--- config.mk ---
export PLATFORM = sky130hd
export DESIGN_NAME = modbus_speed_command_framer_flat
export DESIGN_NICKNAME = d
export VERILOG_FILES = /design/src/rtl/core/msc_pkg.sv /design/src/rtl/core/msc_cmd_if.sv /design/src/rtl/core/msc_frame_if.sv /design/src/rtl/core/msc_crc.sv /design/src/rtl/core/modbus_speed_command_framer.sv /design/src/flat_wrapper.sv
export SDC_FILE = /design/constraint.sdc
export NUM_CORES = 1
export LEC_CHECK = 0
export ABC_CLOCK_PERIOD_IN_PS = 8700
export BUFFER_PORTS_ARGS = -buffer_cell sky130_fd_sc_hd__buf_2
export CORE_AREA = 2 2 121 123
export CTS_BUF_LIST = sky130_fd_sc_hd__clkbuf_4 sky130_fd_sc_hd__clkbuf_8 sky130_fd_sc_hd__clkbuf_16
export DETAILED_ROUTE_END_ITERATION = 10
export DIE_AREA = 0 0 123 125
export PLACE_DENSITY = 0.8
export SETUP_SLACK_MARGIN = 0.2
export SYNTH_ARGS = -nofsm -noshare
export SYNTH_HDL_FRONTEND = slang
export SYNTH_HIERARCHICAL = 1
export SYNTH_SLANG_ARGS = --single-unit
--- constraint.sdc ---
create_clock -name i_clk -period 8.7 [get_ports i_clk]
set_clock_uncertainty 0.2 [all_clocks]
set_input_delay 1.74 -clock i_clk [delete_from_list [all_inputs] [get_ports i_clk]]
set_output_delay 1.74 -clock i_clk [all_outputs]
set_load 0.02 [all_outputs]
--- src/rtl/core/msc_pkg.sv ---
// Shared types, constants and CRC-16/MODBUS helpers for the speed command framer.
// No dependencies; msc_crc and the top level refer to this package by scoped name.
package msc_pkg;

    localparam int unsigned PADDR_W    = 3;
    localparam int unsigned CRC_DATA_W = 40;   // unit address, register address, value

    localparam logic [PADDR_W-1:0] ADDR_DRIVE_LIMIT = 3'd0;
    localparam logic [PADDR_W-1:0] ADDR_TARGET_REG  = 3'd4;

    localparam logic [7:0]  FUNC_WRITE_SINGLE = 8'h06;
    localparam logic [15:0] CRC_INIT          = 16'hFFFF;
    localparam logic [15:0] CRC_POLY          = 16'hA001;
    localparam logic [14:0] LIMIT_RESET       = 15'd1000;
    localparam logic [15:0] TARGET_REG_RESET  = 16'h0040;

    typedef struct packed {
        logic [7:0] address_byte;
        logic [7:0] function_byte;
        logic [7:0] register_high;
        logic [7:0] register_low;
        logic [7:0] value_high;
        logic [7:0] value_low;
        logic [7:0] crc_low;
        logic [7:0] crc_high;
        logic       was_clipped;
    } t_frame;

    // One byte through the reflected CRC, least significant bit first.
    function automatic logic [15:0] crc_byte(input logic [15:0] crc_in, input logic [7:0] data);
        logic [15:0] c;
        c = crc_in ^ {8'h00, data};
        for (int b = 0; b < 8; b++) begin
            c = c[0] ? ((c >> 1) ^ CRC_POLY) : (c >> 1);
        end
        return c;
    endfunction

    // Full six-byte frame CRC; data packs {unit, register[15:0], value[15:0]}.
    function automatic logic [15:0] crc_frame(input logic [CRC_DATA_W-1:0] data);
        logic [15:0] c;
        c = crc_byte(CRC_INIT, data[39:32]);
        c = crc_byte(c, FUNC_WRITE_SINGLE);
        c = crc_byte(c, data[31:24]);
        c = crc_byte(c, data[23:16]);
        c = crc_byte(c, data[15:8]);
        c = crc_byte(c, data[7:0]);
        return c;
    endfunction

    // Contribution of one data bit; the CRC is affine in the data bits.
    function automatic logic [15:0] crc_column(input int unsigned k);
        logic [CRC_DATA_W-1:0] v;
        v = {{(CRC_DATA_W-1){1'b0}}, 1'b1} << k;
        return crc_frame(v) ^ crc_frame('0);
    endfunction

endpackage

--- src/rtl/core/msc_cmd_if.sv ---
// Request channel of the framer: unit address and raw signed speed command.
// No dependencies.
interface msc_cmd_if;
    logic               valid;
    logic               ready;
    logic [7:0]         unit_address;
    logic signed [31:0] drive_value;

    modport source (output valid, output unit_address, output drive_value, input ready);
    modport sink   (input valid, input unit_address, input drive_value, output ready);
endinterface

--- src/rtl/core/msc_frame_if.sv ---
// Result channel of the framer: the eight frame bytes and the clip flag.
// No dependencies.
interface msc_frame_if;
    logic       valid;
    logic       ready;
    logic [7:0] frame_address_byte;
    logic [7:0] frame_function_byte;
    logic [7:0] frame_register_high;
    logic [7:0] frame_register_low;
    logic [7:0] frame_value_high;
    logic [7:0] frame_value_low;
    logic [7:0] frame_crc_low;
    logic [7:0] frame_crc_high;
    logic       was_clipped;

    modport source (
        output valid, input ready,
        output frame_address_byte, output frame_function_byte,
        output frame_register_high, output frame_register_low,
        output frame_value_high, output frame_value_low,
        output frame_crc_low, output frame_crc_high, output was_clipped
    );
    modport sink (
        input valid, output ready,
        input frame_address_byte, input frame_function_byte,
        input frame_register_high, input frame_register_low,
        input frame_value_high, input frame_value_low,
        input frame_crc_low, input frame_crc_high, input was_clipped
    );
endinterface

--- src/rtl/core/msc_crc.sv ---
// CRC-16/MODBUS of the six-byte write-single-register header as one XOR tree.
// Depends on msc_pkg for the per-bit columns and the constant offset.
module msc_crc (
    input  logic [msc_pkg::CRC_DATA_W-1:0] i_data,
    output logic [15:0]                    o_crc
);

    localparam logic [15:0] CRC_BASE = msc_pkg::crc_frame('0);

    logic [15:0] w_term [msc_pkg::CRC_DATA_W];

    for (genvar k = 0; k < msc_pkg::CRC_DATA_W; k++) begin : g_col
        localparam logic [15:0] COL = msc_pkg::crc_column(k);
        assign w_term[k] = COL & {16{i_data[k]}};
    end

    always_comb begin
        o_crc = CRC_BASE;
        for (int k = 0; k < msc_pkg::CRC_DATA_W; k++) begin
            o_crc = o_crc ^ w_term[k];
        end
    end

endmodule

--- src/rtl/core/modbus_speed_command_framer.sv ---
// Top level of the Modbus RTU speed command framer.
// Depends on msc_pkg, msc_cmd_if, msc_frame_if and msc_crc.
//
// Usage:
//   i_cmd carries one request: a slave unit address and a signed 32-bit speed
//   command. o_frame returns one result per request: the complete 8-byte
//   write-single-register frame (address, 0x06, register high/low, value
//   high/low, CRC low/high) plus a flag set when the command was saturated.
//   The APB port writes drive_limit at 0x0 and target_register_address at
//   0x4; reads return the current values. Write it only while idle.
//
// Pipeline and throughput:
//   A request taken on i_cmd goes into the input register; the saturation
//   and the CRC tree fill the result register from it when that is free, and
//   the result register drives o_frame. One request per cycle is sustained
//   while the receiver does not stall; the limit is the single pass of
//   compare, clip and a 40-input XOR tree per CRC bit.
//
// Reset and stall:
//   Reset drops both pipeline valids and restores drive_limit to 1000 and
//   the target register to 0x0040. While the receiver stalls the result
//   register holds; the input register still takes one more request, then
//   i_cmd.ready falls until the result is taken.
module modbus_speed_command_framer (
    input  logic                         i_clk,
    input  logic                         i_rst_n,
    msc_cmd_if.sink                      i_cmd,
    msc_frame_if.source                  o_frame,
    input  logic                         psel,
    input  logic                         penable,
    input  logic                         pwrite,
    input  logic [msc_pkg::PADDR_W-1:0]  paddr,
    input  logic [31:0]                  pwdata,
    output logic [31:0]                  prdata,
    output logic                         pready
);

    // Configuration registers
    logic [14:0] r_drive_limit;
    logic [15:0] r_target_reg;

    // Input stage
    logic               r_in_valid;
    logic [7:0]         r_unit;
    logic signed [31:0] r_value;

    // Result stage
    logic               r_out_valid;
    msc_pkg::t_frame    r_frame;
    msc_pkg::t_frame    n_frame;

    logic               w_out_load_ok;
    logic               w_in_advance;
    logic               w_accept;
    logic signed [31:0] w_lim_pos;
    logic signed [31:0] w_lim_neg;
    logic [15:0]        w_sat;
    logic               w_clip;
    logic [15:0]        w_crc;

    assign pready = 1'b1;

    // Register write at the APB access phase; unknown addresses are dropped.
    always_ff @(posedge i_clk) begin
        if (!i_rst_n) begin
            r_drive_limit <= msc_pkg::LIMIT_RESET;
            r_target_reg  <= msc_pkg::TARGET_REG_RESET;
        end else if (psel && penable && pwrite && pready) begin
            unique case (paddr)
                msc_pkg::ADDR_DRIVE_LIMIT: r_drive_limit <= pwdata[14:0];
                msc_pkg::ADDR_TARGET_REG:  r_target_reg  <= pwdata[15:0];
                default: ;
            endcase
        end
    end

    always_comb begin
        unique case (paddr)
            msc_pkg::ADDR_DRIVE_LIMIT: prdata = {17'd0, r_drive_limit};
            msc_pkg::ADDR_TARGET_REG:  prdata = {16'd0, r_target_reg};
            default:                   prdata = '0;
        endcase
    end

    // Handshake: the result register frees when empty or taken; the input
    // register frees when empty or moving into the result register.
    assign w_out_load_ok = !r_out_valid || o_frame.ready;
    assign w_in_advance  = r_in_valid && w_out_load_ok;
    assign i_cmd.ready   = !r_in_valid || w_out_load_ok;
    assign w_accept      = i_cmd.valid && i_cmd.ready;

    always_ff @(posedge i_clk) begin
        if (!i_rst_n) begin
            r_in_valid <= 1'b0;
        end else if (i_cmd.ready) begin
            r_in_valid <= i_cmd.valid;
        end
    end

    always_ff @(posedge i_clk) begin
        if (w_accept) begin
            r_unit  <= i_cmd.unit_address;
            r_value <= i_cmd.drive_value;
        end
    end

    // Saturate to +-limit; a command exactly at the limit passes unflagged.
    assign w_lim_pos = signed'({17'd0, r_drive_limit});
    assign w_lim_neg = -w_lim_pos;

    always_comb begin
        if (r_value > w_lim_pos) begin
            w_sat  = w_lim_pos[15:0];
            w_clip = 1'b1;
        end else if (r_value < w_lim_neg) begin
            w_sat  = w_lim_neg[15:0];
            w_clip = 1'b1;
        end else begin
            w_sat  = r_value[15:0];
            w_clip = 1'b0;
        end
    end

    msc_crc u_crc (
        .i_data ({r_unit, r_target_reg, w_sat}),
        .o_crc  (w_crc)
    );

    always_comb begin
        n_frame.address_byte  = r_unit;
        n_frame.function_byte = msc_pkg::FUNC_WRITE_SINGLE;
        n_frame.register_high = r_target_reg[15:8];
        n_frame.register_low  = r_target_reg[7:0];
        n_frame.value_high    = w_sat[15:8];
        n_frame.value_low     = w_sat[7:0];
        n_frame.crc_low       = w_crc[7:0];
        n_frame.crc_high      = w_crc[15:8];
        n_frame.was_clipped   = w_clip;
    end

    always_ff @(posedge i_clk) begin
        if (!i_rst_n) begin
            r_out_valid <= 1'b0;
        end else if (w_out_load_ok) begin
            r_out_valid <= r_in_valid;
        end
    end

    // Hold the frame while the receiver stalls.
    always_ff @(posedge i_clk) begin
        if (w_in_advance) begin
            r_frame <= n_frame;
        end
    end

    assign o_frame.valid               = r_out_valid;
    assign o_frame.frame_address_byte  = r_frame.address_byte;
    assign o_frame.frame_function_byte = r_frame.function_byte;
    assign o_frame.frame_register_high = r_frame.register_high;
    assign o_frame.frame_register_low  = r_frame.register_low;
    assign o_frame.frame_value_high    = r_frame.value_high;
    assign o_frame.frame_value_low     = r_frame.value_low;
    assign o_frame.frame_crc_low       = r_frame.crc_low;
    assign o_frame.frame_crc_high      = r_frame.crc_high;
    assign o_frame.was_clipped         = r_frame.was_clipped;

endmodule
--- src/flat_wrapper.sv ---
// flat-port wrapper written by rule: the top's interface ports become plain ports
module modbus_speed_command_framer_flat 
  (i_clk, i_rst_n, psel, penable, pwrite, paddr, pwdata, prdata, pready, i_cmd_valid, i_cmd_unit_address, i_cmd_drive_value, i_cmd_ready, o_frame_valid, o_frame_ready, o_frame_frame_address_byte, o_frame_frame_function_byte, o_frame_frame_register_high, o_frame_frame_register_low, o_frame_frame_value_high, o_frame_frame_value_low, o_frame_frame_crc_low, o_frame_frame_crc_high, o_frame_was_clipped);
  msc_cmd_if i_cmd_i ();
  msc_frame_if o_frame_i ();
  input  logic i_clk;
  input  logic i_rst_n;
  input  logic psel;
  input  logic penable;
  input  logic pwrite;
  input  logic [msc_pkg::PADDR_W-1:0] paddr;
  input  logic [31:0] pwdata;
  output logic [31:0] prdata;
  output logic pready;
  input wire logic [$bits(i_cmd_i.valid)-1:0] i_cmd_valid;
  input wire logic [$bits(i_cmd_i.unit_address)-1:0] i_cmd_unit_address;
  input wire logic [$bits(i_cmd_i.drive_value)-1:0] i_cmd_drive_value;
  output wire logic [$bits(i_cmd_i.ready)-1:0] i_cmd_ready;
  output wire logic [$bits(o_frame_i.valid)-1:0] o_frame_valid;
  input wire logic [$bits(o_frame_i.ready)-1:0] o_frame_ready;
  output wire logic [$bits(o_frame_i.frame_address_byte)-1:0] o_frame_frame_address_byte;
  output wire logic [$bits(o_frame_i.frame_function_byte)-1:0] o_frame_frame_function_byte;
  output wire logic [$bits(o_frame_i.frame_register_high)-1:0] o_frame_frame_register_high;
  output wire logic [$bits(o_frame_i.frame_register_low)-1:0] o_frame_frame_register_low;
  output wire logic [$bits(o_frame_i.frame_value_high)-1:0] o_frame_frame_value_high;
  output wire logic [$bits(o_frame_i.frame_value_low)-1:0] o_frame_frame_value_low;
  output wire logic [$bits(o_frame_i.frame_crc_low)-1:0] o_frame_frame_crc_low;
  output wire logic [$bits(o_frame_i.frame_crc_high)-1:0] o_frame_frame_crc_high;
  output wire logic [$bits(o_frame_i.was_clipped)-1:0] o_frame_was_clipped;
  assign i_cmd_i.valid = i_cmd_valid;
  assign i_cmd_i.unit_address = i_cmd_unit_address;
  assign i_cmd_i.drive_value = i_cmd_drive_value;
  assign i_cmd_ready = i_cmd_i.ready;
  assign o_frame_valid = o_frame_i.valid;
  assign o_frame_i.ready = o_frame_ready;
  assign o_frame_frame_address_byte = o_frame_i.frame_address_byte;
  assign o_frame_frame_function_byte = o_frame_i.frame_function_byte;
  assign o_frame_frame_register_high = o_frame_i.frame_register_high;
  assign o_frame_frame_register_low = o_frame_i.frame_register_low;
  assign o_frame_frame_value_high = o_frame_i.frame_value_high;
  assign o_frame_frame_value_low = o_frame_i.frame_value_low;
  assign o_frame_frame_crc_low = o_frame_i.frame_crc_low;
  assign o_frame_frame_crc_high = o_frame_i.frame_crc_high;
  assign o_frame_was_clipped = o_frame_i.was_clipped;
  modbus_speed_command_framer u_core (.i_clk(i_clk), .i_rst_n(i_rst_n), .i_cmd(i_cmd_i), .o_frame(o_frame_i), .psel(psel), .penable(penable), .pwrite(pwrite), .paddr(paddr), .pwdata(pwdata), .prdata(prdata), .pready(pready));
endmodule
==> metrics.md, run 1 <==
| Metric | Value |
|---|---|
| Result of the run | `finished, final reports clean` |
| Sum of overflow across all layers after global routing | `0` |
| Total of max-cap violations | `0` |
| Final critical-path share of the clock period | `89.4%` |
| Capturing element type of the critical path | `flop` |
| PwrDens | `about 200 nW/um^2` |
| Count of antenna-violating nets left after detailed routing | `0` |
| Iteration count of the initial detailed-routing pass | `5` |
| Pin count of the biggest net entering global routing | `58` |
| Post-CTS resize count | `0` |
| Average cell area after synthesis | `around 12 um^2` |
| Core region area | `between 10,000 and 15,000 um^2` |
| Final std cell area, no fill | `roughly 9000 um^2` |
| Highest Signal Layer | `met4` |
| Total clock buffers created by CTS | `17` |
| Total length of routed met3 wires | `approximately 1.6 mm` |
| Later-pin clock latency in the skew report | `0.43 ns` |
| Critical path data arrival time | `7.75 ns` |
| Max rail drop VDD | `between 0.1 and 0.15 mV` |
| Type of the worst setup path | `flop to flop` |
| Number of port buffers | `140` |
| Ys Warns | `6` |
| Proportion of register bits with asynchronous set or reset after synthesis | `0%` |
| Hold Vio Cnt, Final | `0` |
| Max Clock Freq | `around 130 MHz` |
| CTS clk-pin slew, worst paths | `0.06 ns` |
| Detailed-route DRC error count | `0` |
| Kind of launch point of the worst setup path | `flop` |
| Antenna violations before repair | `0` |
| Diodes inserted | `0` |
| Max FFs per register | `32` |
| Post-route setup slack | `between 0.9 and 1 ns` |
| Detail Placement HPWL | `13.7 mm` |
| Met2 layer wire length in the routed design | `approximately 9.0 mm` |
| Mapped cell area | `7480 um^2` |
| Last weighted congestion value of the routability-driven placer | `0.919` |
| Initial Utilization | `52.7%` |
| RSZ-0062 raised after global routing | `false` |
| Area post-placement | `roughly 8200 um^2` |
| Count of mapped cells out of synthesis | `648` |
| Period minus WS final | `~8 ns` |
| CTS H-Tree Depth | `4` |
| Routed via count divided by cell count | `roughly 5.9` |
| Class of the tightest hold or removal check | `flop to flop` |
| Clock tree from TritonCTS | `built` |
| Number of library cell types mapped by synthesis | `56` |
| Sum Neg Setup Slack | `0 ns` |
| Post-Route M1 WL | `roughly 7.3 mm` |
| Cts hold-fix bufs | `0` |
| Number of fill cells | `roughly 1,100` |
| NumNets Final | `907` |
| Number of pins with negative max-slew slack in the final report | `0` |
| Most common flop cell mapped by yosys | `edfxtp_1` |
| Final setup vio count | `0` |
| Post-Route WL | `18.4 mm` |
| CP Buf/Inv Count | `0` |
| Final core utilization | `62.3%` |
| Worst Setup Slack post-DPL | `around 1.0 ns` |
| Wire length of the first global-routing pass | `~29 mm` |
| Maximum fanout along the worst path | `27` |
| Tightest slew margin relative to the limit | `16.3%` |
| Total power | `~1700 uW` |
| CTS Root Cell | `clkbuf_16` |
| Overall fraction of global-route tracks in use | `roughly a quarter` |
| Worst Reg-to-Reg Cells | `18` |
| WP data required | `a little under 9 ns` |
| Wire per inst | `18.8 um` |
| Chip Height | `approximately 130 um` |
| Area added between synthesis and finish | `18.2%` |
| Cell at the slowest stage of the critical path | `or3b_1` |
| Critical Path Max Stage Delay | `between 0.7 and 0.8 ns` |
| Worst Tran Pin Value | `around 1.2 ns` |
| Count of boundary I/O pins | `182` |
| Proportion of layout cells with a drive suffix above 1 | `between 20 and 30%` |
| Vias after detailed routing | `roughly 5,700` |
| CTS sink count | `130` |
| Die outline area | `15,400 um^2` |
| Starting DRT DRC Count | `500` |
| Leakage power | `~0.0035 uW` |
| Number of flops mapped to enable cells by yosys | `97` |
| Number of buffers added for setup after CTS | `0` |
| Cell count along the critical path | `18` |
| Critical path cell sequence | `or3_1 -> or4_4 -> or3_4 -> or3_1 -> nor3_1 -> ha_1 -> a21o_1 -> a21o_1 -> a22o_1 -> o41ai_1 -> or3b_1 -> and2_1 -> a211oi_1 -> xor2_1 -> xor3_1 -> xnor2_1 -> xor2_1 -> xnor2_1` |
| FF+latch count, synth | `130` |
| Number of global-route vias before repair | `about 5,600` |
| CP top delay family | `simple AND/OR/NAND/NOR gates` |
| Die span in x | `roughly 120 um` |
| Proportion of synthesized chip area in sequential cells | `approximately 48%` |
| Number of rows created at floorplan | `44` |
| Maximum root-to-sink buffer count | `2` |
| Hold-critical path depth | `0` |
-- logic make-up (layout without fill, tap and decap cells) --
group           Yosys count  in the layout  share of synthesized area, %
simple gates            163            163                          11.7
compound gates          132            132                          14.1
flops                   130            130                          47.8
xor+xnor                 95             95                          12.7
buf+inv                  78            198                          5.62
fa+ha+maj                47             47                          7.86
other cells               2             25                         0.100
mux                       1              1                         0.134
-- through the flow --
stage	std cells	hold slack (ns)
after detailed placement	943	0.276
after global placement	943	0.272
after floorplan	671	0.247
final	975	0.296
after global routing	975	0.319
after CTS	975	0.299
-- where the power goes --
group | internal [uW] | switching (uW)
clock | 484 | 269
sequential | 711 | 17.8
combinational | 109 | 146
total | 1300 | 432
-- worst paths after layout --
check | start | endpoint | slack [ns]
max reg2reg | u_core/r_drive_limit[0]$_SDFFE_PN0P_ | u_core/o_frame.frame_crc_high[7]$_DFFE_PP_ | 0.92
min | u_core/r_unit[2]$_DFFE_PP_ | u_core/o_frame.frame_address_byte[2]$_DFFE_PP_ | 0.30
min reg2reg | u_core/r_unit[2]$_DFFE_PP_ | u_core/o_frame.frame_address_byte[2]$_DFFE_PP_ | 0.30
max | u_core/r_drive_limit[0]$_SDFFE_PN0P_ | u_core/o_frame.frame_crc_high[7]$_DFFE_PP_ | 0.92
-- worst reg2reg max path: stages (launching register included) --
cell and delay [ns]:
dfxtp_1 0.39, or3_1 0.49, or4_4 0.49, or3_4 0.41, or3_1 0.52, nor3_1 0.33
ha_1 0.33, a21o_1 0.19, a21o_1 0.18, a22o_1 0.19, o41ai_1 0.56, or3b_1 0.76
and2_1 0.34, a211oi_1 0.61, xor2_1 0.38, xor3_1 0.54, xnor2_1 0.24, xor2_1 0.27
xnor2_1 0.12
-- area by class of cell --
| type | count | area, um^2 | share of cell area [%] |
|---|---|---|---|
| clock inverters | 13 | 183 | 2.07 |
| well taps | 184 | 230 | 2.60 |
| multi-input cells | 463 | 3600 | 40.7 |
| clock buffers | 19 | 440 | 4.98 |
| inverters | 20 | 75.1 | 0.849 |
| flip-flops and latches | 130 | 3570 | 40.4 |
| repair buffers | 146 | 746 | 8.43 |
-- cell usage in the layout (no fill, tap or decap), types with 5 or more instances in the layout --
cell	instances
buf_4	6
a22o_1	16
conb_1	25
xnor3_1	5
edfxtp_1	97
xnor2_1	73
a211oi_1	20
buf_2	140
ha_1	47
nand4_1	10
xor2_1	14
nor3_1	8
a21o_1	11
nor4b_1	12
o211ai_1	9
nor2_1	7
a2111oi_2	10
inv_1	20
a2111oi_0	5
nand2_1	71
clkbuf_16	17
a21oi_1	12
nand3_1	7
nor4_1	13
o21ai_0	7
a21boi_0	25
clkinvlp_4	5
dfxtp_1	33
-- cells in the mapped netlist, types with 2 or more instances --
master | n | area [um^2]
edfxtp_1 | 97 | 2910
xnor2_1 | 73 | 639
nand2_1 | 71 | 267
ha_1 | 47 | 588
dfxtp_1 | 33 | 661
a21boi_0 | 25 | 188
buf_4 | 25 | 188
clkbuf_1 | 21 | 78.8
a211oi_1 | 20 | 150
inv_1 | 20 | 75.1
a22o_1 | 16 | 140
xor2_1 | 14 | 123
a21oi_1 | 13 | 65.1
nor4_1 | 13 | 81.3
nor4b_1 | 12 | 105
a21o_1 | 11 | 82.6
a2111oi_2 | 10 | 150
nand4_1 | 10 | 62.6
buf_2 | 9 | 45.0
nor3_1 | 9 | 45.0
o211ai_1 | 9 | 67.6
nand3_1 | 7 | 35.0
nor2_1 | 7 | 26.3
o21ai_0 | 7 | 35.0
a2111oi_0 | 5 | 43.8
nor2b_1 | 5 | 31.3
xnor3_1 | 5 | 113
and4_1 | 4 | 35.0
o21a_1 | 4 | 30.0
or3_1 | 4 | 25.0
and2_1 | 3 | 18.8
buf_6 | 3 | 33.8
o221ai_1 | 3 | 26.3
a2111oi_1 | 2 | 20.0
conb_1 | 2 | 7.51
nand2b_1 | 2 | 12.5
nor3_2 | 2 | 20.0
nor3b_1 | 2 | 15.0
o41ai_1 | 2 | 17.5
or2_2 | 2 | 12.5
or4_1 | 2 | 15.0
or4_4 | 2 | 22.5
xor3_2 | 2 | 50.1
-- layer usage --
metal / vias up / global-route usage, %
met5: - / 0
met4: 0 / 9.63
met3: 42 / 6.39
met2: 300 / 39.9
met1: 2750 / 30.8
li1: 2629 / -
(Power assumes the default switching activity.)
==> run 2, diff against run 1 <==
--- a/config.mk
+++ b/config.mk
@@ -11,6 +11,7 @@
 export CTS_BUF_LIST = sky130_fd_sc_hd__clkbuf_4 sky130_fd_sc_hd__clkbuf_8 sky130_fd_sc_hd__clkbuf_16
 export DETAILED_ROUTE_END_ITERATION = 10
 export DIE_AREA = 0 0 123 125
+export GPL_TIMING_DRIVEN = 0
 export PLACE_DENSITY = 0.8
 export SETUP_SLACK_MARGIN = 0.2
 export SYNTH_ARGS = -nofsm -noshare
==> run 2 against run 1 <==
- critical path depth rose by 4
- non-clock buffer count rose by 54
- clock-buffer cell count fell by 2
- sequential power barely moved
- largest power group is now registers
- critical endpoint unchanged
==> metrics.md, run 2 (synthesized netlist as in run 1, its figures left out) <==
| Metric | Value |
|---|---|
| Detail Placement HPWL | `14.2 mm (+3.5%)` |
| Proportion of layout cells with a drive suffix above 1 | `27.6% (+2.0 points)` |
| Overall fraction of global-route tracks in use | `24.8% (+0.35 points)` |
| PwrDens | `187 nW/um^2 (-4.8%)` |
| Leakage power | `0.00373 uW (+5.2%)` |
| Max FFs per register | `32 (unchanged)` |
| Detailed-route DRC error count | `0 (unchanged)` |
| Diodes inserted | `0 (unchanged)` |
| Result of the run | `finished, final reports clean` |
| Cts hold-fix bufs | `0 (unchanged)` |
| Number of pins with negative max-slew slack in the final report | `0 (unchanged)` |
| Final cell count without fillers | `1,029 (+5.5%)` |
| Antenna violations before repair | `0 (unchanged)` |
| Die outline area | `15,400 um^2 (unchanged)` |
| Last weighted congestion value of the routability-driven placer | `0.929 (+1.1%)` |
| Count of boundary I/O pins | `182 (unchanged)` |
| Critical path data arrival time | `7.89 ns (+0.14 ns)` |
| WP data required | `8.67 ns (about the same)` |
| Number of port buffers | `140 (unchanged)` |
| Worst Tran Pin Value | `1.30 ns (+0.0549 ns)` |
| RSZ-0062 raised after global routing | `false` |
| Pin count of the biggest net entering global routing | `39 (-33%)` |
| Area occupied by multi-input gates | `3580 um^2 (-0.38%)` |
| Wire length of the first global-routing pass | `28.5 mm (about the same)` |
| Sum Neg Setup Slack | `0 ns (unchanged)` |
| Type of the worst setup path | `flop to flop` |
| Vias after detailed routing | `5,687 (-0.59%)` |
| Cell at the slowest stage of the critical path | `a2111oi_1` |
| CP Buf/Inv Count | `4 (+4)` |
| Total of max-cap violations | `0 (unchanged)` |
| Final setup vio count | `0 (unchanged)` |
| Critical path cell sequence | `inv_1 -> ha_1 -> nor3b_1 -> nand3_1 -> or4_1 -> clkbuf_1 -> nor4_1 -> ha_1 -> a21oi_1 -> o221ai_1 -> a21oi_1 -> or3_1 -> a21oi_1 -> clkbuf_1 -> clkbuf_1 -> a21oi_1 -> a2111oi_1 -> xnor2_1 -> xor3_2 -> xor3_2 -> xnor2_1 -> xnor2_1` |
| Dpl cells | `997 (+5.7%)` |
| Number of rows created at floorplan | `44 (unchanged)` |
| Leading cell type in the layout, fill and taps excluded | `buf_2` |
| Wire per inst | `18.3 um (-3.0%)` |
| Hold Vio Cnt, Final | `0 (unchanged)` |
| Initial Utilization | `52.7% (unchanged)` |
| Max rail drop VDD | `0.138 mV (-3.7%)` |
| CTS sink count | `130 (unchanged)` |
| Sum of overflow across all layers after global routing | `0 (unchanged)` |
| Area added between synthesis and finish | `22.1%` |
| Clock tree from TritonCTS | `built` |
| Total clock buffers created by CTS | `17 (unchanged)` |
| Maximum root-to-sink buffer count | `2 (unchanged)` |
| Max Clock Freq | `126 MHz (-1.8%)` |
| Iteration count of the initial detailed-routing pass | `5 (unchanged)` |
| CTS Root Cell | `clkbuf_16` |
| Tightest slew margin relative to the limit | `12.9% (-3.4 points)` |
| CP top delay family | `simple AND/OR/NAND/NOR gates` |
| Number of buffers added for setup after CTS | `0 (unchanged)` |
| Period minus WS final | `7.92 ns (+0.142 ns)` |
| NumNets Final | `961 (+6.0%)` |
| Maximum fanout along the worst path | `10 (-63%)` |
| Chip Height | `125 um (unchanged)` |
| Most frequent cells in the layout | `149 x buf_2, 97 x edfxtp_1, 73 x xnor2_1` |
| Final critical-path share of the clock period | `91.1% (+1.6 points)` |
| Die span in x | `123 um (unchanged)` |
| CTS clk-pin slew, worst paths | `0.06 ns (about the same)` |
| Post-Route WL | `18.8 mm (+2.4%)` |
| Later-pin clock latency in the skew report | `0.43 ns (about the same)` |
| Routed via count divided by cell count | `5.53 (-5.8%)` |
| CTS H-Tree Depth | `4 (unchanged)` |
| Most prevalent standard cell on the critical path | `a21oi_1` |
| Class of the tightest hold or removal check | `flop to flop` |
| Post-CTS resize count | `0 (unchanged)` |
| Starting DRT DRC Count | `593 (+19%)` |
| Count of antenna-violating nets left after detailed routing | `0 (unchanged)` |
| Number of fill cells | `1,095 (-1.7%)` |
| Core region area | `14,200 um^2 (unchanged)` |
| Kind of launch point of the worst setup path | `flop` |
| Critical Path Max Stage Delay | `1.01 ns (+0.25 ns)` |
| Capturing element type of the critical path | `flop` |
| Number of global-route vias before repair | `5,363 (-4.7%)` |
| Area used by sequential logic in the layout | `3570 um^2 (unchanged)` |
-- run 2: cell count changes in the layout (fill, tap and decap cells not counted), moves of 3 or more --
cell      previous run  this run
buf_4                6        25
buf_2              140       149
clkbuf_1             0        21
buf_6                0         3
-- run 2: routing by layer --
metal  vias to the layer above  global-route usage (%)  wire length, um
li1                       2741                       -                -
met1                      2655                    32.3             7970
met2                       250                    39.8             8920
met3                        41                    5.89             1400
met4                         0                    9.49              510
met5                         -                       0                0
-- run 2: worst paths after layout --
| check | from | to | slack (ns) | depth (start not counted) |
|---|---|---|---|---|
| setup / recovery | u_core/r_drive_limit[0]$_SDFFE_PN0P_ | u_core/o_frame.frame_crc_high[7]$_DFFE_PP_ | 0.78 | 22 |
| hold / removal | u_core/r_unit[6]$_DFFE_PP_ | u_core/o_frame.frame_address_byte[6]$_DFFE_PP_ | 0.29 | 0 |
| setup reg to reg | u_core/r_drive_limit[0]$_SDFFE_PN0P_ | u_core/o_frame.frame_crc_high[7]$_DFFE_PP_ | 0.78 | 22 |
| hold reg to reg | u_core/r_unit[6]$_DFFE_PP_ | u_core/o_frame.frame_address_byte[6]$_DFFE_PP_ | 0.29 | 0 |
-- run 2: area by class of cell --
class                   instances  area share (%)
multi-input cells             463            39.2
flip-flops and latches        130            39.1
repair buffers                142            8.11
clock buffers                  17            4.66
plain buffers                  58            3.78
well taps                     184            2.52
clock inverters                15            1.75
inverters                      20           0.822
-- run 2: through the flow --
stage / util, % / total power [uW] / cell area [um^2] / setup WS, ns / hold WS (ns)
after floorplan: - / 931 / 7570 / 2.38 / 0.247
after global placement: 59.8 / 998 / 8500 / 1.09 / 0.265
after CTS: 64.3 / 1710 / 9130 / 0.825 / 0.293
after detailed placement: 60.2 / 1010 / 8550 / 0.871 / 0.274
after global routing: 64.3 / 1770 / 9130 / 0.240 / 0.314
final: 64.3 / 1710 / 9130 / 0.778 / 0.292
-- run 2: power by group --
part / internal, uW / switching, uW / total [uW]
logic: 120 / 152 / 272
registers: 710 / 16.9 / 727
clock network: 423 / 284 / 707
total: 1250 / 453 / 1710
==> run 3, diff against run 2 <==
--- a/config.mk
+++ b/config.mk
@@ -7,12 +7,12 @@
 export LEC_CHECK = 0
 export ABC_CLOCK_PERIOD_IN_PS = 8700
 export BUFFER_PORTS_ARGS = -buffer_cell sky130_fd_sc_hd__buf_2
-export CORE_AREA = 2 2 121 123
+export CORE_AREA = 2 2 87 172
 export CTS_BUF_LIST = sky130_fd_sc_hd__clkbuf_4 sky130_fd_sc_hd__clkbuf_8 sky130_fd_sc_hd__clkbuf_16
 export DETAILED_ROUTE_END_ITERATION = 10
-export DIE_AREA = 0 0 123 125
+export DIE_AREA = 0 0 89 174
 export GPL_TIMING_DRIVEN = 0
-export PLACE_DENSITY = 0.8
+export PLACE_DENSITY = 0.79
 export SETUP_SLACK_MARGIN = 0.2
 export SYNTH_ARGS = -nofsm -noshare
 export SYNTH_HDL_FRONTEND = slang
==> run 3 against run 2 <==
- sequential share of layout area down 0.12 points
- clock power up 2%
- critical path depth did not move
- setup slack gained 0.038 ns
==> metrics.md, run 3 (synthesized netlist as in run 1, its figures left out) <==
| Metric | Value |
|---|---|
| Result of the run | `finished, final reports clean` |
| Startpoint of the most critical hold path | `u_core/r_unit[2]$_DFFE_PP_` |
| Type of the worst setup path | `flop to flop` |
| WP data required | `8.65 ns (-0.02 ns)` |
| Sum of overflow across all layers after global routing | `0 (unchanged)` |
| Post-Route WL | `19.5 mm (+3.6%)` |
| CTS H-Tree Depth | `4 (unchanged)` |
| RSZ-0062 raised after global routing | `false` |
| Routed via count divided by cell count | `5.65 (+2.2%)` |
| Hold Vio Cnt, Final | `0 (unchanged)` |
| Chip Height | `174 um (+39%)` |
| Initial Utilization | `52.4% (-0.26 points)` |
| Number of fill cells | `1,194 (+9.0%)` |
| Hold-critical path depth | `0 (unchanged)` |
| Number of global-route vias before repair | `5,918 (+10%)` |
| Proportion of layout cells with a drive suffix above 1 | `27.7% (+0.12 points)` |
| Vias after detailed routing | `5,870 (+3.2%)` |
| Reg-to-Reg Start | `u_core/r_drive_limit[1]$_SDFFE_PN0P_` |
| Number of buffers added for setup after CTS | `0 (unchanged)` |
| Count of antenna-violating nets left after detailed routing | `0 (unchanged)` |
| Total of max-cap violations | `0 (unchanged)` |
| Number of pins with negative max-slew slack in the final report | `0 (unchanged)` |
| Detailed-route DRC error count | `0 (unchanged)` |
| Iteration count of the initial detailed-routing pass | `5 (unchanged)` |
| Total power | `1720 uW (+0.81%)` |
| Later-pin clock latency in the skew report | `0.42 ns (about the same)` |
| Max Clock Freq | `127 MHz (+0.48%)` |
| Cell at the slowest stage of the critical path | `a2111oi_1` |
| Capturing element type of the critical path | `flop` |
| Clock tree from TritonCTS | `built` |
| Detail Placement HPWL | `15.4 mm (+8.1%)` |
| Kind of launch point of the worst setup path | `flop` |
| Period minus WS final | `7.88 ns (-0.0377 ns)` |
| Minimum setup slack among reg-to-reg paths | `0.82 ns (+0.04 ns)` |
| Worst Tran Pin Value | `1.34 ns (+0.0372 ns)` |
| Area added between synthesis and finish | `22.5%` |
| CP top delay family | `simple AND/OR/NAND/NOR gates` |
| Critical Path Max Stage Delay | `0.93 ns (-0.08 ns)` |
| CP Buf/Inv Count | `4 (unchanged)` |
| Wire length of the first global-routing pass | `29.6 mm (+4.0%)` |
| Critical path data arrival time | `7.84 ns (-0.05 ns)` |
| Worst Setup Slack post-DPL | `1.06 ns (+0.190 ns)` |
| CTS Root Cell | `clkbuf_16` |
| PwrDens | `188 nW/um^2 (+0.50%)` |
| Tightest slew margin relative to the limit | `10.4% (-2.5 points)` |
| Worst Reg-to-Reg Cells | `22 (unchanged)` |
| Number of port buffers | `140 (unchanged)` |
| Critical path cell sequence | `inv_1 -> ha_1 -> nor3b_1 -> nand3_1 -> or4_1 -> clkbuf_1 -> nor4_1 -> ha_1 -> nand4_1 -> o221ai_1 -> a21oi_1 -> or3_1 -> a21oi_1 -> clkbuf_1 -> clkbuf_1 -> a21oi_1 -> a2111oi_1 -> xnor2_1 -> xor3_2 -> xor3_2 -> xnor2_1 -> xnor2_1` |
| Die span in x | `89 um (-28%)` |
| Wire per inst | `18.7 um (+2.6%)` |
| Endpoint of the worst hold-timing path | `u_core/o_frame.frame_address_byte[2]$_DFFE_PP_` |
| Die outline area | `15,500 um^2 (+0.72%)` |
| Final setup vio count | `0 (unchanged)` |
| Post-route setup slack | `0.816 ns (+0.0377 ns)` |
| Most frequent cells in the layout | `149 x buf_2, 97 x edfxtp_1, 73 x xnor2_1` |
| Maximum fanout along the worst path | `10 (unchanged)` |
| Leakage power | `0.00375 uW (+0.36%)` |
| Post-CTS resize count | `0 (unchanged)` |
| Sum Neg Setup Slack | `0 ns (unchanged)` |
| Area post-placement | `8560 um^2 (+0.12%)` |
| Maximum root-to-sink buffer count | `2 (unchanged)` |
| Total clock buffers created by CTS | `17 (unchanged)` |
| Final critical-path share of the clock period | `90.6% (-0.43 points)` |
| Overall fraction of global-route tracks in use | `25.9% (+1.2 points)` |
| Cts hold-fix bufs | `0 (unchanged)` |
| Antenna violations before repair | `2 (+2)` |
| Endpoint of the worst-slack reg-to-reg timing path | `u_core/o_frame.frame_crc_high[7]$_DFFE_PP_` |
| Number of rows created at floorplan | `62 (+41%)` |
| Area used by sequential logic in the layout | `3570 um^2 (unchanged)` |
| NumNets Final | `961 (unchanged)` |
| Max FFs per register | `32 (unchanged)` |
| Final std cell area, no fill | `9160 um^2 (+0.32%)` |
| Area occupied by multi-input gates | `3580 um^2 (unchanged)` |
| Pin count of the biggest net entering global routing | `41 (+5.1%)` |
| Leading cell type in the layout, fill and taps excluded | `buf_2` |
| Count of boundary I/O pins | `182 (unchanged)` |
| Core region area | `14,300 um^2 (+0.49%)` |
| Class of the tightest hold or removal check | `flop to flop` |
| Max rail drop VDD | `0.163 mV (+19%)` |
| CTS sink count | `130 (unchanged)` |
| Last weighted congestion value of the routability-driven placer | `0.947 (+2.0%)` |
| Starting DRT DRC Count | `321 (-46%)` |
| CTS clk-pin slew, worst paths | `0.06 ns (about the same)` |
[run 3: cell count changes in the layout (fill, tap and decap cells not counted), sizes merged]
cell / before / now
diode: 0 / 2
clkinv: 5 / 1
inv: 23 / 28
clkinvlp: 5 / 3
clkbuf: 38 / 39
[run 3: layer usage]
metal | wire (um) | vias to the layer above | GRT usage (%)
li1 | - | 2740 | -
met1 | 6160 | 2710 | 23.9
met2 | 10600 | 303 | 46.7
met3 | 1040 | 117 | 4.56
met4 | 1730 | 0 | 21.2
met5 | 0 | - | 0
[run 3: final cells by class]
type / count / share of cell area, %
clock inverter: 14 / 1.82
tap: 192 / 2.62
sequential: 130 / 39.0
timing repair buffer: 142 / 8.08
clock buffer: 18 / 4.72
inverter: 20 / 0.819
antenna: 2 / 0.0546
multi-input combinational: 463 / 39.1
buffer: 58 / 3.77
[run 3: stage by stage]
stage / util (%) / instances / hold slack (ns)
floorplan: - / 671 / 0.247
finish: 64.2 / 1039 / 0.289
CTS: 64.2 / 1037 / 0.289
detailed placement: 60.0 / 1005 / 0.263
global route: 64.2 / 1039 / 0.294
global placement: 59.6 / 1003 / 0.258
[run 3: power breakdown]
| group | leakage (uW) | switching (uW) | internal, uW |
|---|---|---|---|
| Sequential | 0.00120 | 16.1 | 710 |
| Combinational | 0.00227 | 152 | 120 |
| Clock | 0.000286 | 289 | 434 |
| Total | 0.00375 | 457 | 1260 |
[run 3: worst max-delay path by stage]
stage,end,from,slack (ns),cells after the start
floorplan,u_core/o_frame.frame_crc_high[7]$_DFFE_PP_,u_core/r_drive_limit[0]$_SDFFE_PN0P_,2.38,22
global placement,u_core/o_frame.frame_crc_low[0]$_DFFE_PP_,u_core/r_drive_limit[1]$_SDFFE_PN0P_,1.04,22
detailed placement,u_core/o_frame.frame_crc_high[7]$_DFFE_PP_,u_core/r_drive_limit[1]$_SDFFE_PN0P_,1.06,22
CTS,u_core/o_frame.frame_crc_high[7]$_DFFE_PP_,u_core/r_drive_limit[1]$_SDFFE_PN0P_,0.98,22
global route,u_core/o_frame.frame_crc_high[7]$_DFFE_PP_,u_core/r_drive_limit[1]$_SDFFE_PN0P_,0.49,22
finish,u_core/o_frame.frame_crc_high[7]$_DFFE_PP_,u_core/r_drive_limit[1]$_SDFFE_PN0P_,0.82,22
[run 3: worst reg2reg max path: stages, from the launching register on]
cell and delay [ns]:
dfxtp_1 0.34, inv_1 0.13, ha_1 0.30, nor3b_1 0.46
nand3_1 0.35, or4_1 0.59, clkbuf_1 0.27, nor4_1 0.30
ha_1 0.19, nand4_1 0.12, o221ai_1 0.28, a21oi_1 0.15
or3_1 0.36, a21oi_1 0.22, clkbuf_1 0.42, clkbuf_1 0.45
a21oi_1 0.14, a2111oi_1 0.93, xnor2_1 0.30, xor3_2 0.37
xor3_2 0.45, xnor2_1 0.23, xnor2_1 0.09
